### src/sv/bitmap_frame_allocator_macros.svh
// assertion helpers for the frame allocator
`ifndef BITMAP_FRAME_ALLOCATOR_MACROS_SVH
`define BITMAP_FRAME_ALLOCATOR_MACROS_SVH
`ifndef SYNTHESIS
// same-cycle implication
`define BFA_ASSERT_IMPL(label, clk, rst_n, ante, cons, msg) \
    label: assert property (@(posedge clk) disable iff (!rst_n) (ante) |-> (cons)) \
        else $error(msg);
// next-cycle implication
`define BFA_ASSERT_NEXT(label, clk, rst_n, ante, cons, msg) \
    label: assert property (@(posedge clk) disable iff (!rst_n) (ante) |=> (cons)) \
        else $error(msg);
`else
`define BFA_ASSERT_IMPL(label, clk, rst_n, ante, cons, msg)
`define BFA_ASSERT_NEXT(label, clk, rst_n, ante, cons, msg)
`endif
`endif

### src/sv/bfa_pkg.sv
`default_nettype none
package bfa_pkg;

    // field and counter widths
    localparam int CNT_W       = 9;
    localparam int IDX_W       = 8;
    localparam int ACT_W       = 2;
    localparam int STAT_W      = 2;
    localparam int CFG_IDX_W   = 1;
    localparam int WORD_W      = 8;
    localparam int WORD_SH     = $clog2(WORD_W);
    localparam int WCNT_W      = CNT_W + 1 - WORD_SH;
    localparam int FRAME_LIMIT = 1 << (CNT_W - 1);

    localparam int MAX_FRAMES_DEF = 256;

    // register reset values
    localparam logic [CNT_W-1:0] FRAME_COUNT_RST     = CNT_W'(256);
    localparam logic [CNT_W-1:0] RESERVED_FRAMES_RST = CNT_W'(1);

    // register indexes
    localparam logic [CFG_IDX_W-1:0] CFG_FRAME_COUNT     = 1'b0;
    localparam logic [CFG_IDX_W-1:0] CFG_RESERVED_FRAMES = 1'b1;

    // request actions
    localparam logic [ACT_W-1:0] ACT_ALLOC  = 2'd0;
    localparam logic [ACT_W-1:0] ACT_FREE   = 2'd1;
    localparam logic [ACT_W-1:0] ACT_FORMAT = 2'd2;

    // result status codes
    localparam logic [STAT_W-1:0] ST_OK          = 2'd0;
    localparam logic [STAT_W-1:0] ST_NO_RUN      = 2'd1;
    localparam logic [STAT_W-1:0] ST_ZERO_LEN    = 2'd2;
    localparam logic [STAT_W-1:0] ST_UNFORMATTED = 2'd3;

    // run scanner control and result
    typedef struct packed {
        logic clear;
        logic step;
    } scan_ctrl_t;

    typedef struct packed {
        logic             found;
        logic [CNT_W-1:0] start;
    } scan_res_t;

endpackage
`default_nettype wire

### src/sv/bfa_ram.sv
`default_nettype none
module bfa_ram #(
    parameter int WIDTH = 8,
    parameter int DEPTH = 32,
    localparam int ADDR_W = (DEPTH > 1) ? $clog2(DEPTH) : 1
) (
    input  wire              clk,
    input  wire              we,
    input  wire [ADDR_W-1:0] waddr,
    input  wire [WIDTH-1:0]  wdata,
    input  wire              re,
    input  wire [ADDR_W-1:0] raddr,
    output logic [WIDTH-1:0] rdata
);

    logic [WIDTH-1:0] mem [DEPTH];

    // write port
    always_ff @(posedge clk)
    begin
        if (we)
        begin
            mem[waddr] <= wdata;
        end
    end

    // registered read port
    always_ff @(posedge clk)
    begin
        if (re)
        begin
            rdata <= mem[raddr];
        end
    end

endmodule
`default_nettype wire

### src/sv/bfa_scan.sv
`default_nettype none
module bfa_scan (
    input  wire                      clk,
    input  wire                      rst_n,
    input  wire bfa_pkg::scan_ctrl_t ctrl,
    input  wire [bfa_pkg::WORD_W-1:0] word,
    input  wire [bfa_pkg::CNT_W-1:0]  base,
    input  wire [bfa_pkg::CNT_W-1:0]  active,
    input  wire [bfa_pkg::CNT_W-1:0]  len,
    output bfa_pkg::scan_res_t       res
);
    import bfa_pkg::*;

    logic [CNT_W-1:0] run_reg;
    logic [CNT_W-1:0] run_next;
    logic [CNT_W-1:0] start_reg;
    logic [CNT_W-1:0] start_next;

    // walk the free bits of one map word, carrying the open run
    always_comb
    begin
        logic [CNT_W-1:0] frame;
        run_next   = run_reg;
        start_next = start_reg;
        res.found  = 1'b0;
        res.start  = '0;
        for (int b = 0; b < WORD_W; b++)
        begin
            frame = base + CNT_W'(b);
            if (!word[b] && (frame < active))
            begin
                if (run_next == '0)
                begin
                    start_next = frame;
                end
                run_next = run_next + CNT_W'(1);
                if ((run_next == len) && !res.found)
                begin
                    res.found = 1'b1;
                    res.start = start_next;
                end
            end
            else
            begin
                run_next = '0;
            end
        end
    end

    // run state across words
    always_ff @(posedge clk or negedge rst_n)
    begin
        if (!rst_n)
        begin
            run_reg   <= '0;
            start_reg <= '0;
        end
        else if (ctrl.clear)
        begin
            run_reg   <= '0;
            start_reg <= '0;
        end
        else if (ctrl.step)
        begin
            run_reg   <= run_next;
            start_reg <= start_next;
        end
    end

endmodule
`default_nettype wire

### src/sv/bitmap_frame_allocator.sv
// Format rewrites the map words over the active frames, then gives the result. Alloc scans
// map words up to the run's end and marks the run's words, or ends when no run is found;
// free clears the words of its range; refused, zero-length or ignored go straight to the result.
// One request at a time; the single used-map memory moves 8 frames per cycle.
// Reset (async, active low) clears control, loads frame_count 256 and reserved 1,
// and leaves the map unformatted; format rewrites the used words of the map.
`default_nettype none
`include "bitmap_frame_allocator_macros.svh"
module bitmap_frame_allocator #(
    parameter int MAX_FRAMES = bfa_pkg::MAX_FRAMES_DEF
) (
    input  wire                          clk,
    input  wire                          rst_n,
    // configuration
    input  wire                          cfg_write_en,
    input  wire [bfa_pkg::CFG_IDX_W-1:0] cfg_index,
    input  wire [bfa_pkg::CNT_W-1:0]     cfg_data,
    // request channel
    input  wire                          in_valid,
    output logic                         in_stall,
    input  wire [bfa_pkg::ACT_W-1:0]     action,
    input  wire [bfa_pkg::IDX_W-1:0]     frame_index,
    input  wire [bfa_pkg::CNT_W-1:0]     run_length,
    // result channel
    output logic                         out_valid,
    input  wire                          out_stall,
    output logic [bfa_pkg::STAT_W-1:0]   status,
    output logic [bfa_pkg::IDX_W-1:0]    first_frame
);
    import bfa_pkg::*;

    localparam int CAP       = (MAX_FRAMES > FRAME_LIMIT) ? FRAME_LIMIT : MAX_FRAMES;
    localparam int MAP_DEPTH = (CAP + WORD_W - 1) / WORD_W;
    localparam int ADDR_W    = (MAP_DEPTH > 1) ? $clog2(MAP_DEPTH) : 1;

    typedef enum logic [4:0] {
        S_IDLE   = 5'b00001,
        S_FORMAT = 5'b00010,
        S_SCAN   = 5'b00100,
        S_RMW    = 5'b01000,
        S_DONE   = 5'b10000
    } state_t;

    state_t              state_reg, state_next;
    logic [CNT_W-1:0]    frame_count_reg, reserved_frames_reg;
    logic                formatted_reg, formatted_next;
    logic [CNT_W-1:0]    active_reg, active_next;
    logic [CNT_W-1:0]    req_len_reg, req_len_next;
    logic [WCNT_W-1:0]   iss_idx_reg, iss_idx_next;
    logic                proc_valid_reg, proc_valid_next;
    logic [WCNT_W-1:0]   proc_idx_reg, proc_idx_next;
    logic [WCNT_W-1:0]   last_idx_reg, last_idx_next;
    logic [CNT_W-1:0]    lo_reg, lo_next;
    logic [CNT_W-1:0]    hi_reg, hi_next;
    logic                set_mode_reg, set_mode_next;
    logic [STAT_W-1:0]   res_status_reg, res_status_next;
    logic [IDX_W-1:0]    res_first_reg, res_first_next;
    logic                out_valid_reg, out_valid_next;
    logic [STAT_W-1:0]   out_status_reg;
    logic [IDX_W-1:0]    out_first_reg;

    logic                ram_we, ram_re;
    logic [ADDR_W-1:0]   ram_waddr, ram_raddr;
    logic [WORD_W-1:0]   ram_wdata, ram_rdata;

    scan_ctrl_t          scan_ctrl;
    scan_res_t           scan_res;

    logic                accept, out_load;
    logic [CNT_W:0]      act_round;
    logic [WCNT_W-1:0]   nwords;
    logic [CNT_W:0]      proc_base, iss_base;
    logic [WORD_W-1:0]   rmw_mask, fmt_bits;
    logic [CNT_W-1:0]    fmt_n, fmt_r;
    logic [CNT_W:0]      free_end;
    logic [CNT_W-1:0]    free_hi, alloc_hi, free_hi_m1, alloc_hi_m1;

    assign in_stall    = (state_reg != S_IDLE);
    assign accept      = in_valid && !in_stall;
    assign out_load    = (state_reg == S_DONE) && (!out_valid_reg || !out_stall);
    assign out_valid   = out_valid_reg;
    assign status      = out_status_reg;
    assign first_frame = out_first_reg;

    // words covered by the active frames
    assign act_round = {1'b0, active_reg} + (CNT_W+1)'(WORD_W - 1);
    assign nwords    = act_round[CNT_W:WORD_SH];
    assign proc_base = {proc_idx_reg, WORD_SH'(0)};
    assign iss_base  = {iss_idx_reg, WORD_SH'(0)};

    // format geometry
    assign fmt_n = (frame_count_reg > CNT_W'(CAP)) ? CNT_W'(CAP) : frame_count_reg;
    assign fmt_r = (reserved_frames_reg > fmt_n) ? fmt_n : reserved_frames_reg;

    // free range, clamped to the active frames
    assign free_end   = {2'b00, frame_index} + {1'b0, run_length};
    assign free_hi    = (free_end > {1'b0, active_reg}) ? active_reg : free_end[CNT_W-1:0];
    assign free_hi_m1 = free_hi - CNT_W'(1);

    // allocated range
    assign alloc_hi    = scan_res.start + req_len_reg;
    assign alloc_hi_m1 = alloc_hi - CNT_W'(1);

    // per-word bit masks for range update and format
    always_comb
    begin
        logic [CNT_W:0] f_rmw;
        logic [CNT_W:0] f_fmt;
        for (int b = 0; b < WORD_W; b++)
        begin
            f_rmw = proc_base + (CNT_W+1)'(b);
            f_fmt = iss_base + (CNT_W+1)'(b);
            rmw_mask[b] = (f_rmw >= {1'b0, lo_reg}) && (f_rmw < {1'b0, hi_reg});
            fmt_bits[b] = (f_fmt < {1'b0, hi_reg});
        end
    end

    // used map storage
    bfa_ram #(
        .WIDTH (WORD_W),
        .DEPTH (MAP_DEPTH)
    ) u_map (
        .clk   (clk),
        .we    (ram_we),
        .waddr (ram_waddr),
        .wdata (ram_wdata),
        .re    (ram_re),
        .raddr (ram_raddr),
        .rdata (ram_rdata)
    );

    // first-fit run scanner
    bfa_scan u_scan (
        .clk    (clk),
        .rst_n  (rst_n),
        .ctrl   (scan_ctrl),
        .word   (ram_rdata),
        .base   (proc_base[CNT_W-1:0]),
        .active (active_reg),
        .len    (req_len_reg),
        .res    (scan_res)
    );

    // request sequencer
    always_comb
    begin
        state_next      = state_reg;
        formatted_next  = formatted_reg;
        active_next     = active_reg;
        req_len_next    = req_len_reg;
        iss_idx_next    = iss_idx_reg;
        proc_valid_next = 1'b0;
        proc_idx_next   = proc_idx_reg;
        last_idx_next   = last_idx_reg;
        lo_next         = lo_reg;
        hi_next         = hi_reg;
        set_mode_next   = set_mode_reg;
        res_status_next = res_status_reg;
        res_first_next  = res_first_reg;
        ram_we          = 1'b0;
        ram_re          = 1'b0;
        ram_waddr       = '0;
        ram_raddr       = '0;
        ram_wdata       = '0;
        scan_ctrl       = '0;

        case (state_reg)
            S_IDLE:
            begin
                if (accept)
                begin
                    res_status_next = ST_OK;
                    res_first_next  = '0;
                    req_len_next    = run_length;
                    iss_idx_next    = '0;
                    scan_ctrl.clear = 1'b1;
                    state_next      = S_DONE;
                    case (action)
                        ACT_FORMAT:
                        begin
                            active_next    = fmt_n;
                            formatted_next = 1'b1;
                            hi_next        = fmt_r;
                            if (fmt_n != '0)
                            begin
                                state_next = S_FORMAT;
                            end
                        end
                        ACT_ALLOC:
                        begin
                            if (!formatted_reg)
                            begin
                                res_status_next = ST_UNFORMATTED;
                            end
                            else if (run_length == '0)
                            begin
                                res_status_next = ST_ZERO_LEN;
                            end
                            else if (run_length > active_reg)
                            begin
                                res_status_next = ST_NO_RUN;
                            end
                            else
                            begin
                                state_next = S_SCAN;
                            end
                        end
                        ACT_FREE:
                        begin
                            if (!formatted_reg)
                            begin
                                res_status_next = ST_UNFORMATTED;
                            end
                            else if (({1'b0, frame_index} < active_reg) && (run_length != '0))
                            begin
                                lo_next       = {1'b0, frame_index};
                                hi_next       = free_hi;
                                set_mode_next = 1'b0;
                                iss_idx_next  = {2'b00, frame_index[IDX_W-1:WORD_SH]};
                                last_idx_next = {1'b0, free_hi_m1[CNT_W-1:WORD_SH]};
                                state_next    = S_RMW;
                            end
                        end
                        default:
                        begin
                            state_next = S_DONE;
                        end
                    endcase
                end
            end

            S_FORMAT:
            begin
                // write one word of the fresh map per cycle
                ram_we       = 1'b1;
                ram_waddr    = ADDR_W'(iss_idx_reg);
                ram_wdata    = fmt_bits;
                iss_idx_next = iss_idx_reg + WCNT_W'(1);
                if (iss_idx_reg == nwords - WCNT_W'(1))
                begin
                    state_next = S_DONE;
                end
            end

            S_SCAN:
            begin
                // read ahead one word while the scanner takes the previous one
                if (iss_idx_reg < nwords)
                begin
                    ram_re          = 1'b1;
                    ram_raddr       = ADDR_W'(iss_idx_reg);
                    iss_idx_next    = iss_idx_reg + WCNT_W'(1);
                    proc_valid_next = 1'b1;
                    proc_idx_next   = iss_idx_reg;
                end
                if (proc_valid_reg)
                begin
                    scan_ctrl.step = 1'b1;
                    if (scan_res.found)
                    begin
                        lo_next         = scan_res.start;
                        hi_next         = alloc_hi;
                        set_mode_next   = 1'b1;
                        iss_idx_next    = {1'b0, scan_res.start[CNT_W-1:WORD_SH]};
                        last_idx_next   = {1'b0, alloc_hi_m1[CNT_W-1:WORD_SH]};
                        proc_valid_next = 1'b0;
                        res_status_next = ST_OK;
                        res_first_next  = scan_res.start[IDX_W-1:0];
                        state_next      = S_RMW;
                    end
                    else if (proc_idx_reg == nwords - WCNT_W'(1))
                    begin
                        proc_valid_next = 1'b0;
                        res_status_next = ST_NO_RUN;
                        state_next      = S_DONE;
                    end
                end
            end

            S_RMW:
            begin
                // read word k+1 while writing back word k
                if (iss_idx_reg <= last_idx_reg)
                begin
                    ram_re          = 1'b1;
                    ram_raddr       = ADDR_W'(iss_idx_reg);
                    iss_idx_next    = iss_idx_reg + WCNT_W'(1);
                    proc_valid_next = 1'b1;
                    proc_idx_next   = iss_idx_reg;
                end
                if (proc_valid_reg)
                begin
                    ram_we    = 1'b1;
                    ram_waddr = ADDR_W'(proc_idx_reg);
                    ram_wdata = set_mode_reg ? (ram_rdata | rmw_mask) : (ram_rdata & ~rmw_mask);
                    if (proc_idx_reg == last_idx_reg)
                    begin
                        proc_valid_next = 1'b0;
                        state_next      = S_DONE;
                    end
                end
            end

            S_DONE:
            begin
                if (out_load)
                begin
                    state_next = S_IDLE;
                end
            end

            default:
            begin
                state_next = S_IDLE;
            end
        endcase
    end

    // output register
    always_comb
    begin
        out_valid_next = out_valid_reg;
        if (out_load)
        begin
            out_valid_next = 1'b1;
        end
        else if (!out_stall)
        begin
            out_valid_next = 1'b0;
        end
    end

    // control state
    always_ff @(posedge clk or negedge rst_n)
    begin
        if (!rst_n)
        begin
            state_reg      <= S_IDLE;
            formatted_reg  <= 1'b0;
            active_reg     <= '0;
            iss_idx_reg    <= '0;
            proc_valid_reg <= 1'b0;
            proc_idx_reg   <= '0;
            last_idx_reg   <= '0;
            out_valid_reg  <= 1'b0;
        end
        else
        begin
            state_reg      <= state_next;
            formatted_reg  <= formatted_next;
            active_reg     <= active_next;
            iss_idx_reg    <= iss_idx_next;
            proc_valid_reg <= proc_valid_next;
            proc_idx_reg   <= proc_idx_next;
            last_idx_reg   <= last_idx_next;
            out_valid_reg  <= out_valid_next;
        end
    end

    // configuration registers
    always_ff @(posedge clk or negedge rst_n)
    begin
        if (!rst_n)
        begin
            frame_count_reg     <= FRAME_COUNT_RST;
            reserved_frames_reg <= RESERVED_FRAMES_RST;
        end
        else if (cfg_write_en)
        begin
            case (cfg_index)
                CFG_FRAME_COUNT:     frame_count_reg     <= cfg_data;
                CFG_RESERVED_FRAMES: reserved_frames_reg <= cfg_data;
                default:             frame_count_reg     <= frame_count_reg;
            endcase
        end
    end

    // payload registers
    always_ff @(posedge clk)
    begin
        req_len_reg    <= req_len_next;
        lo_reg         <= lo_next;
        hi_reg         <= hi_next;
        set_mode_reg   <= set_mode_next;
        res_status_reg <= res_status_next;
        res_first_reg  <= res_first_next;
        if (out_load)
        begin
            out_status_reg <= res_status_reg;
            out_first_reg  <= res_first_reg;
        end
    end

    `BFA_ASSERT_IMPL(a_ram_no_collide, clk, rst_n, ram_we && ram_re, ram_waddr != ram_raddr, "map read and write hit the same word")
    `BFA_ASSERT_NEXT(a_accept_leaves_idle, clk, rst_n, accept, state_reg != S_IDLE, "accepted request did not start")
    `BFA_ASSERT_IMPL(a_out_from_done, clk, rst_n, $rose(out_valid_reg), $past(state_reg == S_DONE), "result appeared without a finished request")
    `BFA_ASSERT_IMPL(a_scan_in_range, clk, rst_n, proc_valid_reg && (state_reg == S_SCAN), proc_idx_reg < nwords, "scan past the active frames")
    `BFA_ASSERT_IMPL(a_rmw_in_range, clk, rst_n, proc_valid_reg && (state_reg == S_RMW), proc_idx_reg <= last_idx_reg, "range update past its last word")

endmodule
`default_nettype wire
### config.mk
export PLATFORM = sky130hd
export DESIGN_NAME = bitmap_frame_allocator
export DESIGN_NICKNAME = d
export VERILOG_FILES = /design/src/sv/bfa_pkg.sv /design/src/sv/bfa_ram.sv /design/src/sv/bfa_scan.sv /design/src/sv/bitmap_frame_allocator.sv
export VERILOG_INCLUDE_DIRS = /design/src /design/src/sv
export SDC_FILE = /design/constraint.sdc
export NUM_CORES = 1
export LEC_CHECK = 0
export BUFFER_PORTS_ARGS = -buffer_cell sky130_fd_sc_hd__buf_2
export CAP_MARGIN = 40
export CORE_ASPECT_RATIO = 1.4
export CORE_UTILIZATION = 25
export CTS_CLUSTER_DIAMETER = 100
export DETAILED_ROUTE_END_ITERATION = 7
export PLACE_DENSITY_LB_ADDON = 0.2
export SLEW_MARGIN = 20
export SYNTH_ARGS = -nofsm -noshare
export SYNTH_HDL_FRONTEND = slang
export SYNTH_HIERARCHICAL = 1
export SYNTH_SLANG_ARGS = --single-unit
### constraint.sdc
create_clock -name clk -period 10.7 [get_ports clk]
set_clock_uncertainty 0.15 [all_clocks]
set_input_delay 0.535 -clock clk [delete_from_list [all_inputs] [get_ports clk]]
set_output_delay 0.535 -clock clk [all_outputs]
set_load 0.02 [all_outputs]
# == After elaboration in Yosys (flattened, before gate mapping) ==
# Memory sizes are Yosys's and may differ from the RTL's. A register that Yosys moved wholly into a read port is not among the register bits.
# Cells that the tools add are included.
# totals
ram_bits,256
n_memories,1
ff_bits,122
# classes
n_reduce_logical,72
order_cmp,39
bitwise,4
n_mux,143
n_addsub,36
eq_ne,36
# memory_table
name,words,width,rd,rd_ports_with_merged_regs,write_ports,line,rtl
u_map.mem,32,8,1,1,1,bfa_ram.sv:16,logic [WIDTH-1:0] mem [DEPTH];
# op_table
operator,count
$mux W9,42
$lt A10 B9 Y1,16
$mux W10,16
$mux W5,20
$mux W7,13
$add A9 B1 Y9 const B,9
$logic_not A9 Y1,9
$add A10 B3 Y10 const B,8
$ge A10 B9 Y1,8
$eq A9 B9 Y1,8
$lt A9 B9 Y1,8
$pmux W9 S2,3
$add A10 B2 Y10 const B,4
$mux W8,5
$add A9 B3 Y9 const B,4
$pmux W8 S2,2
$pmux W7 S2,2
$pmux W7 S4,1
$logic_and A1 B1 Y1,26
$pmux W5 S5,1
$mux W1,22
$ne A2 B2 Y1 const B,11
$eq A7 B7 Y1,3
$reduce_and A7 Y1,3
other kinds (43),86

# == Logic depth before layout (Yosys ltp) ==
# Gate-level depths: netlist of the first run.
# logic_depth
word_depth,37
ltp_mapped,51
ltp_nobuf,48

# == Hierarchy ==
# The synthesis of the first run kept the hierarchy.
# modules_own_cells
module,cells_per_inst,area_per_inst_um2,instances
bfa_ram,417,10133.5,1
bfa_scan,1420,10049.6,1
bitmap_frame_allocator,876,8169.1,1

# == Worst setup path before layout of the first run ==
# OpenSTA, ideal clock, no wires.
# synth_path
kind,flip-flop to flip-flop
startpoint,register proc_idx_reg[3]
endpoint,register last_idx_reg[4]
slack_ns,1.382
required_time_ns,10.455
path_buffers,2
stages_incl_launch_ff,47
t_arrival_ns,9.072
setup_time_ns,0.095
cell_sequence,dfrtp_1 -> clkbuf_1 -> xnor2_1 -> inv_1 -> ha_1 -> a211oi_1 -> o21ai_0 -> nor3_1 -> clkbuf_1 -> and2_1 -> inv_1 -> ha_1 -> inv_1 -> nor2_1 -> inv_1 -> ha_1 -> inv_1 -> nor2_1 -> [... 11 more ...] -> nor3_1 -> o2111a_1 -> o31ai_1 -> nand4b_1 -> a221o_1 -> a21oi_4 -> a211o_1 -> ha_1 -> inv_1 -> fa_1 -> nor2b_1 -> o21ai_0 -> a21oi_1 -> o21a_1 -> o21ai_0 -> a221oi_2 -> a21boi_0 -> o31ai_1
# synth_rtl
element,line,rtl
"start, declared",bitmap_frame_allocator.sv:51,"logic [WCNT_W-1:0] proc_idx_reg, proc_idx_next;"
"start signal, assigned",bitmap_frame_allocator.sv:354,proc_idx_reg <= proc_idx_next;
"end signal, assigned",bitmap_frame_allocator.sv:355,last_idx_reg <= last_idx_next;
"end, declared",bitmap_frame_allocator.sv:52,"logic [WCNT_W-1:0] last_idx_reg, last_idx_next;"

==> flow_metrics.tcl, run 1 <==
set metrics [dict create \
    synth_top_family_by_area "compound AO/OA/AOI/OAI gates" \
    avgSynthCellArea_sq_um 10.5 \
    numPortBuffers 45 \
    grt_first_pass_wirelength_mm 152 \
    dieWidth_um 287 \
    ys.flop_type "edfxtp_1" \
    crit_required_ns 11.04 \
    ant_nets 0 \
    yosys_warnings 6 \
    drive_gt1_share_pct 16.6 \
    clock.fmax_ghz 0.0991 \
    drv_cap 0 \
    finalSetupViolations 0 \
    die_y_um 400 \
    dp_cells 4229 \
    arrival_ns 10.43 \
    dpl.hpwl_mm 79.3 \
    cts_tree "yes" \
    cp-end-kind "flip-flop" \
    globalplace.congestion 0.902 \
    final_nets 3021 \
    num_rows 145 \
    vias 22100 \
    synth-xor-area-share_pct 6.70 \
    finalCritPeriodShare_pct 94.3 \
    hold_depth 3 \
    tns_ns 0 \
    grtUsageTotal_pct 17.6 \
    synth_compound_area_share_pct 15.7 \
    ff2ff_path_depth 45 \
    status "finished clean" \
    area_growth_pct 14.5 \
    drc 0 \
    syn_area_sq_um 28400 \
    worst_pin_slew_ns 0.929 \
    crit_fanout 9 \
    final_cells 4314 \
    crit_buf_inv 12 \
    ys_seq_elements 385 \
    cts_sinks 385 \
    synth_area_leaders "edfxtp_1 (33%), ha_1 (7.6%), mux4_2 (6.4%)" \
    clkTransAtPathRegs_ns 0.07 \
    ioPinCount 46 \
    fin_crit_ns 10.09 \
    nFillCells 11600 \
    synthMuxAreaShare_pct 11.6 \
    wl_per_cell_um 23.7 \
    cts_root_buf "clkbuf_16" \
    timing.rr.start "active_reg[6]" \
    grt_pass1_vias 22600 \
    max_stage_delay_ns 0.66 \
    drtPass1Iterations 5 \
    top_register "u_map/mem" \
    hold_viol_final 0 \
    multi_input_area_sq_um 16200 \
    slew_viol_final 0 \
    start_kind "flip-flop" \
    p_leak_nw 11.8 \
    syn_inst 2713 \
    crit_type "flip-flop to flip-flop" \
    cts_buffer_depth 3 \
    async_flop_share_pct 19.0 \
    grt_start_max_net_pins 45 \
    ys_seq_area_share_pct 39.5 \
    synth_edf_count 312 \
    initialDrtViolationCount 1504 \
    timing.reg2reg.setup_slack_ns 0.61 \
    grt_overflow 0 \
    irDropWorstVdd_mv 0.137 \
    start_util_pct 25.3 \
    cp_top_family "compound AO/OA/AOI/OAI gates" \
    holdCritStartpoint "cfg_data[8]" \
    cpMostUsedCell "inv_1" \
    synthAdderAreaFrac_pct 7.78 \
    yosys.area.top_type_share_pct 33.0 \
    hold_class "input port to flip-flop" \
    synth_area_leader_cell "edfxtp_1" \
    htree_num_levels 2 \
    synth-simple-area-share_pct 14.5 \
    worstSkewPairLatency_ns 0.58 \
    whs_endpoint "frame_count_reg[8]" \
    antenna_found_initial 1 \
    fin_util_pct 29.0 \
    relSlewSlack_pct 37.3 \
    coreArea_sq_um 112000 \
    synth.distinct_cells 122 \
    cts_buffers 41 \
    largest_register_ffs 256 \
    detail_route.vias_per_cell 5.12 \
    p_per_area_nw_per_um2 262 \
    finalWirelength_mm 102 \
    critPathSlowestCell "a2111oi_0" \
    dieArea_sq_um 115000 \
    r2r_end "last_idx_reg[5]" \
    ff_latch_area_sq_um 11200 \
]
-- routing by layer --
metal  track usage, %  up-vias  part of all wire, %
li1                 -    10400                    -
met1             20.2    10900                   39
met2             31.9      522                   51
met3             1.57      205                  3.1
met4             10.0        0                  6.2
met5                0        -                    0
-- layout by cell type, fill, tap and decap left out, drive strengths merged, types with 22 or more instances in the layout --
cell / instances
nor3: 64
nor4: 23
o21a: 23
nand2b: 25
xnor2: 127
a21oi: 130
nor2: 219
a31oi: 22
o21ai: 141
dfrtp: 70
nand2: 195
nand3: 59
ha: 173
a21o: 45
and2: 31
mux2: 44
buf: 183
mux2i: 100
xor2: 77
clkbuf: 49
o211ai: 32
nand4: 53
nor2b: 28
mux4: 80
a211oi: 36
inv: 138
edfxtp: 312
-- how the worst max path moves through the flow --
stage	from	end	slack [ns]	cells past startpoint
floorplan	proc_idx_reg[3]	last_idx_reg[4]	1.38	46
global placement	active_reg[6]	last_idx_reg[4]	0.38	39
detailed placement	active_reg[6]	last_idx_reg[4]	0.31	39
CTS	active_reg[6]	last_idx_reg[4]	0.28	39
global route	active_reg[6]	last_idx_reg[4]	-0.009	45
finish	active_reg[6]	last_idx_reg[5]	0.61	45
-- repair_timing --
action,CTS,global route
buffers inserted,0,2
endpoints found under the setup margin,0,18
gates resized for setup,0,16
hold endpoints to repair,28,0
hold buffers,1,0
-- logic make-up (layout without fill, tap and decap cells) --
family	Yosys count	in the layout
and+or+nand+nor	811	811
AOI/OAI and AO/OA	628	628
DFF	385	385
buffers and inverters	282	397
muxes	224	224
xor gates and xnor gates	207	207
adders and majority gates	175	175
other	1	17
-- stage by stage --
step	setup slack [ns]	hold WS (ns)	power (mW)	cell area (sq um)
6_report	0.610	0.0430	8.50	32500
5_1_grt	-0.00885	0.0322	9.04	32500
4_1_cts	0.278	0.0108	8.47	32300
3_5_place_dp	0.309	0.257	6.98	31000
3_3_place_gp	0.377	0.253	6.97	30700
2_1_floorplan	1.38	0.0894	5.25	28400
-- worst reg2reg max path: cells and delay by family (launching register included) --
| kind | cells | cell delay, ns |
|---|---|---|
| compound gates | 12 | 3.16 |
| fa+ha+maj | 7 | 2.23 |
| simple gates | 11 | 1.89 |
| buf+inv | 12 | 1.43 |
| mux | 2 | 0.51 |
| flops | 1 | 0.48 |
| xor+xnor | 1 | 0.17 |
-- cell type report --
type	instances	share of cell area (%)
Antenna cell	1	0.00771
Clock buffer	49	3.28
Clock inverter	25	0.856
Inverter	139	1.61
Multi-Input combinational cell	2061	49.8
Sequential cell	385	34.5
Tap cell	1470	5.67
Timing Repair Buffer	184	4.24
-- synth_stat cells (10+ instances only) --
| cell | instances |
|---|---|
| edfxtp_1 | 312 |
| nor2_1 | 217 |
| nand2_1 | 193 |
| ha_1 | 173 |
| inv_1 | 134 |
| o21ai_0 | 128 |
| a21oi_1 | 124 |
| xnor2_1 | 123 |
| mux2i_1 | 100 |
| clkbuf_1 | 82 |
| mux4_2 | 80 |
| xor2_1 | 75 |
| dfrtp_1 | 70 |
| nor3_1 | 60 |
| nand3_1 | 59 |
| nand4_1 | 53 |
| a21o_1 | 45 |
| mux2_2 | 42 |
| o211ai_1 | 31 |
| and2_1 | 30 |
| buf_2 | 29 |
| nor2b_1 | 28 |
| a211oi_1 | 26 |
| nand2b_1 | 25 |
| o21a_1 | 23 |
| a211o_1 | 21 |
| a31oi_1 | 20 |
| and3_1 | 19 |
| nor4_1 | 19 |
| buf_1 | 18 |
| or3_1 | 17 |
| o221ai_1 | 15 |
| o22ai_1 | 14 |
| a22o_1 | 13 |
| o31ai_1 | 13 |
| nand3b_1 | 10 |
| o21ai_1 | 10 |
| or2_2 | 10 |
-- report_power, final --
group	total (mW)	internal, mW	switching, mW	leakage [nW]
clock network	1.45	0.818	0.630	0.642
logic	5.07	1.79	3.28	7.41
registers	1.98	1.81	0.171	3.74
total	8.50	4.42	4.08	11.8
(Power assumes the default switching activity.)
==> inputs of run 2 (changes only) <==
Settings changed: ABC_AREA from default to 1.
==> flow_metrics.tcl, run 2 <==
set metrics [dict create \
    worst_pin_slew_ns 0.934 \
    antenna_found_initial 0 \
    crit_required_ns 11.05 \
    dieArea_sq_um 116000 \
    initialDrtViolationCount 1483 \
    fin_crit_ns 9.08 \
    cts_root_buf "clkbuf_16" \
    fin_util_pct 28.5 \
    grt_overflow 0 \
    hold_class "input port to flip-flop" \
    slew_viol_final 0 \
    pre_cts_ws_ns 1.68 \
    irDropWorstVdd_mv 0.183 \
    ys_seq_area_share_pct 39.1 \
    crit_buf_inv 10 \
    area_growth_pct 12.8 \
    tns_ns 0 \
    crit_type "flip-flop to flip-flop" \
    ioPinCount 46 \
    ff_latch_area_sq_um 11200 \
    cts_tree "yes" \
    layout_setup_ws_ns 1.62 \
    status "finished clean" \
    synth_edf_count 312 \
    grt_setup_unrepaired "false" \
    crit_fanout 13 \
    post_cts_buffers 0 \
    avgSynthCellArea_sq_um 7.52 \
    finalCritPeriodShare_pct 84.8 \
    clock.fmax_ghz 0.110 \
    globalplace.congestion 0.916 \
    final_common_cell "nand2_1" \
    num_antenna_cells 0 \
    dieWidth_um 288 \
    drtPass1Iterations 6 \
    yosys_warnings 6 \
    finalWirelength_mm 106 \
    drive_gt1_share_pct 9.60 \
    grt_first_pass_wirelength_mm 159 \
    nFillCells 12500 \
    grt_start_max_net_pins 130 \
    wl_per_cell_um 19.7 \
    largest_register_ffs 256 \
    relSlewSlack_pct 36.9 \
    multi_input_area_sq_um 15300 \
    num_rows 146 \
    synth_area_leader_cell "edfxtp_1" \
    syn_inst 3804 \
    synth.most_common_cell "nand2_1" \
    yosys.area.top_type_share_pct 32.7 \
    start_util_pct 25.3 \
    cts_buffer_depth 3 \
    start_kind "flip-flop" \
    cpMostUsedCell "nand2_1" \
    final_nets 4069 \
    htree_num_levels 2 \
    ant_nets 0 \
    grt_pass1_vias 25600 \
    drv_cap 0 \
    ys.flop_type "edfxtp_1" \
    max_stage_delay_ns 0.44 \
    cp-end-kind "flip-flop" \
    vias 25600 \
    p_per_area_nw_per_um2 284 \
    async_flop_share_pct 19.0 \
    synth_area_leaders "edfxtp_1 (33%), nand2_1 (15%), nand3_1 (9.1%)" \
    die_y_um 402 \
    arrival_ns 9.42 \
    synth_commonest_cells "nand2_1 (1175), nand3_1 (520), inv_1 (372)" \
    synth.distinct_cells 68 \
    worstSkewPairLatency_ns 0.61 \
    cp_top_family "simple AND/OR/NAND/NOR gates" \
    drc 0 \
    coreArea_sq_um 113000 \
    dp_cells 5284 \
    cts_buffers 44 \
    syn_area_sq_um 28600 \
    p_leak_nw 14.2 \
    cts_sinks 385 \
    numPortBuffers 45 \
    ys_seq_elements 385 \
    detail_route.vias_per_cell 4.76 \
    grtUsageTotal_pct 18.2 \
    final_cells 5376 \
    hold_viol_final 0 \
    clkTransAtPathRegs_ns 0.07 \
    final_cell_mix "nand2_1 (1175), nand3_1 (520), inv_1 (371)" \
    top_register "u_map/mem" \
    critPathSlowestCell "nand3_1" \
    finalSetupViolations 0 \
    dpl.hpwl_mm 82.3 \
]
==> run 2: path summary, 6_finish.rpt <==
check,from,endpoint,slack (ns),depth (start not counted)
max in group asynchronous,rst_n,proc_idx_reg[1],9.22,4
min in group asynchronous,rst_n,u_scan/run_reg[3],0.21,2
hold / removal,out_stall,out_valid,0.03,3
setup / recovery,active_reg[8],last_idx_reg[5],1.62,58
hold reg to reg,res_first_reg[5],first_frame[5],0.27,0
setup reg to reg,active_reg[8],last_idx_reg[5],1.62,58
==> run 2: per-layer routing <==
| metal | track usage (%) | vias up | part of all wire, % |
|---|---|---|---|
| met5 | 0 | - | 0 |
| met1 | 19.5 | 12000 | 38 |
| met3 | 1.47 | 234 | 2.8 |
| met4 | 11.5 | 0 | 7.1 |
| li1 | - | 12800 | - |
| met2 | 33.9 | 552 | 52 |
==> run 2: cell type report <==
| cell class | instances | area share (%) |
|---|---|---|
| multi-input combinational | 2898 | 47.3 |
| timing repair buffer | 112 | 2.65 |
| clock buffer | 51 | 3.62 |
| inverter | 419 | 4.89 |
| sequential | 385 | 34.7 |
| tap | 1480 | 5.74 |
| clock inverter | 31 | 1.07 |
==> run 2: cells by family after synthesis <==
kind of cell	synth area share, %
simple gates	34.8
buf+inv	7.90
flops	39.1
compound gates	7.27
fa+ha+maj	7.70
xor+xnor	3.02
mux	0.210
other cells	0.0131
==> run 2: where the power goes <==
| group | leakage, nW | internal (mW) | switching, mW | total (mW) |
|---|---|---|---|---|
| Combinational | 9.69 | 1.63 | 3.89 | 5.52 |
| Sequential | 3.79 | 1.85 | 0.208 | 2.06 |
| Clock | 0.741 | 0.936 | 0.655 | 1.59 |
| Total | 14.2 | 4.42 | 4.75 | 9.17 |
==> run 2: stage by stage <==
| step | power [mW] | cell area (sq um) | hold slack [ns] |
|---|---|---|---|
| after global routing | 9.92 | 32300 | 0.0202 |
| after detailed placement | 7.58 | 30700 | 0.260 |
| after CTS | 9.21 | 32200 | 0.00416 |
| final | 9.17 | 32300 | 0.0272 |
| after global placement | 7.55 | 30400 | 0.251 |
| after floorplan | 5.76 | 28700 | 0.0894 |
==> run 2: repair_timing <==
action                    CTS  global route
hold buffers                2             0
hold endpoints to repair   19             0
gates resized for setup     0             0
==> run 2: worst reg2reg max path, delay by kind of cell (launching register included) <==
family	cells	cell delay, ns
buffers and inverters	10	0.91
adders and majority gates	6	1.73
AOI/OAI and AO/OA	2	0.29
DFF	1	0.43
and+or+nand+nor	40	5.47
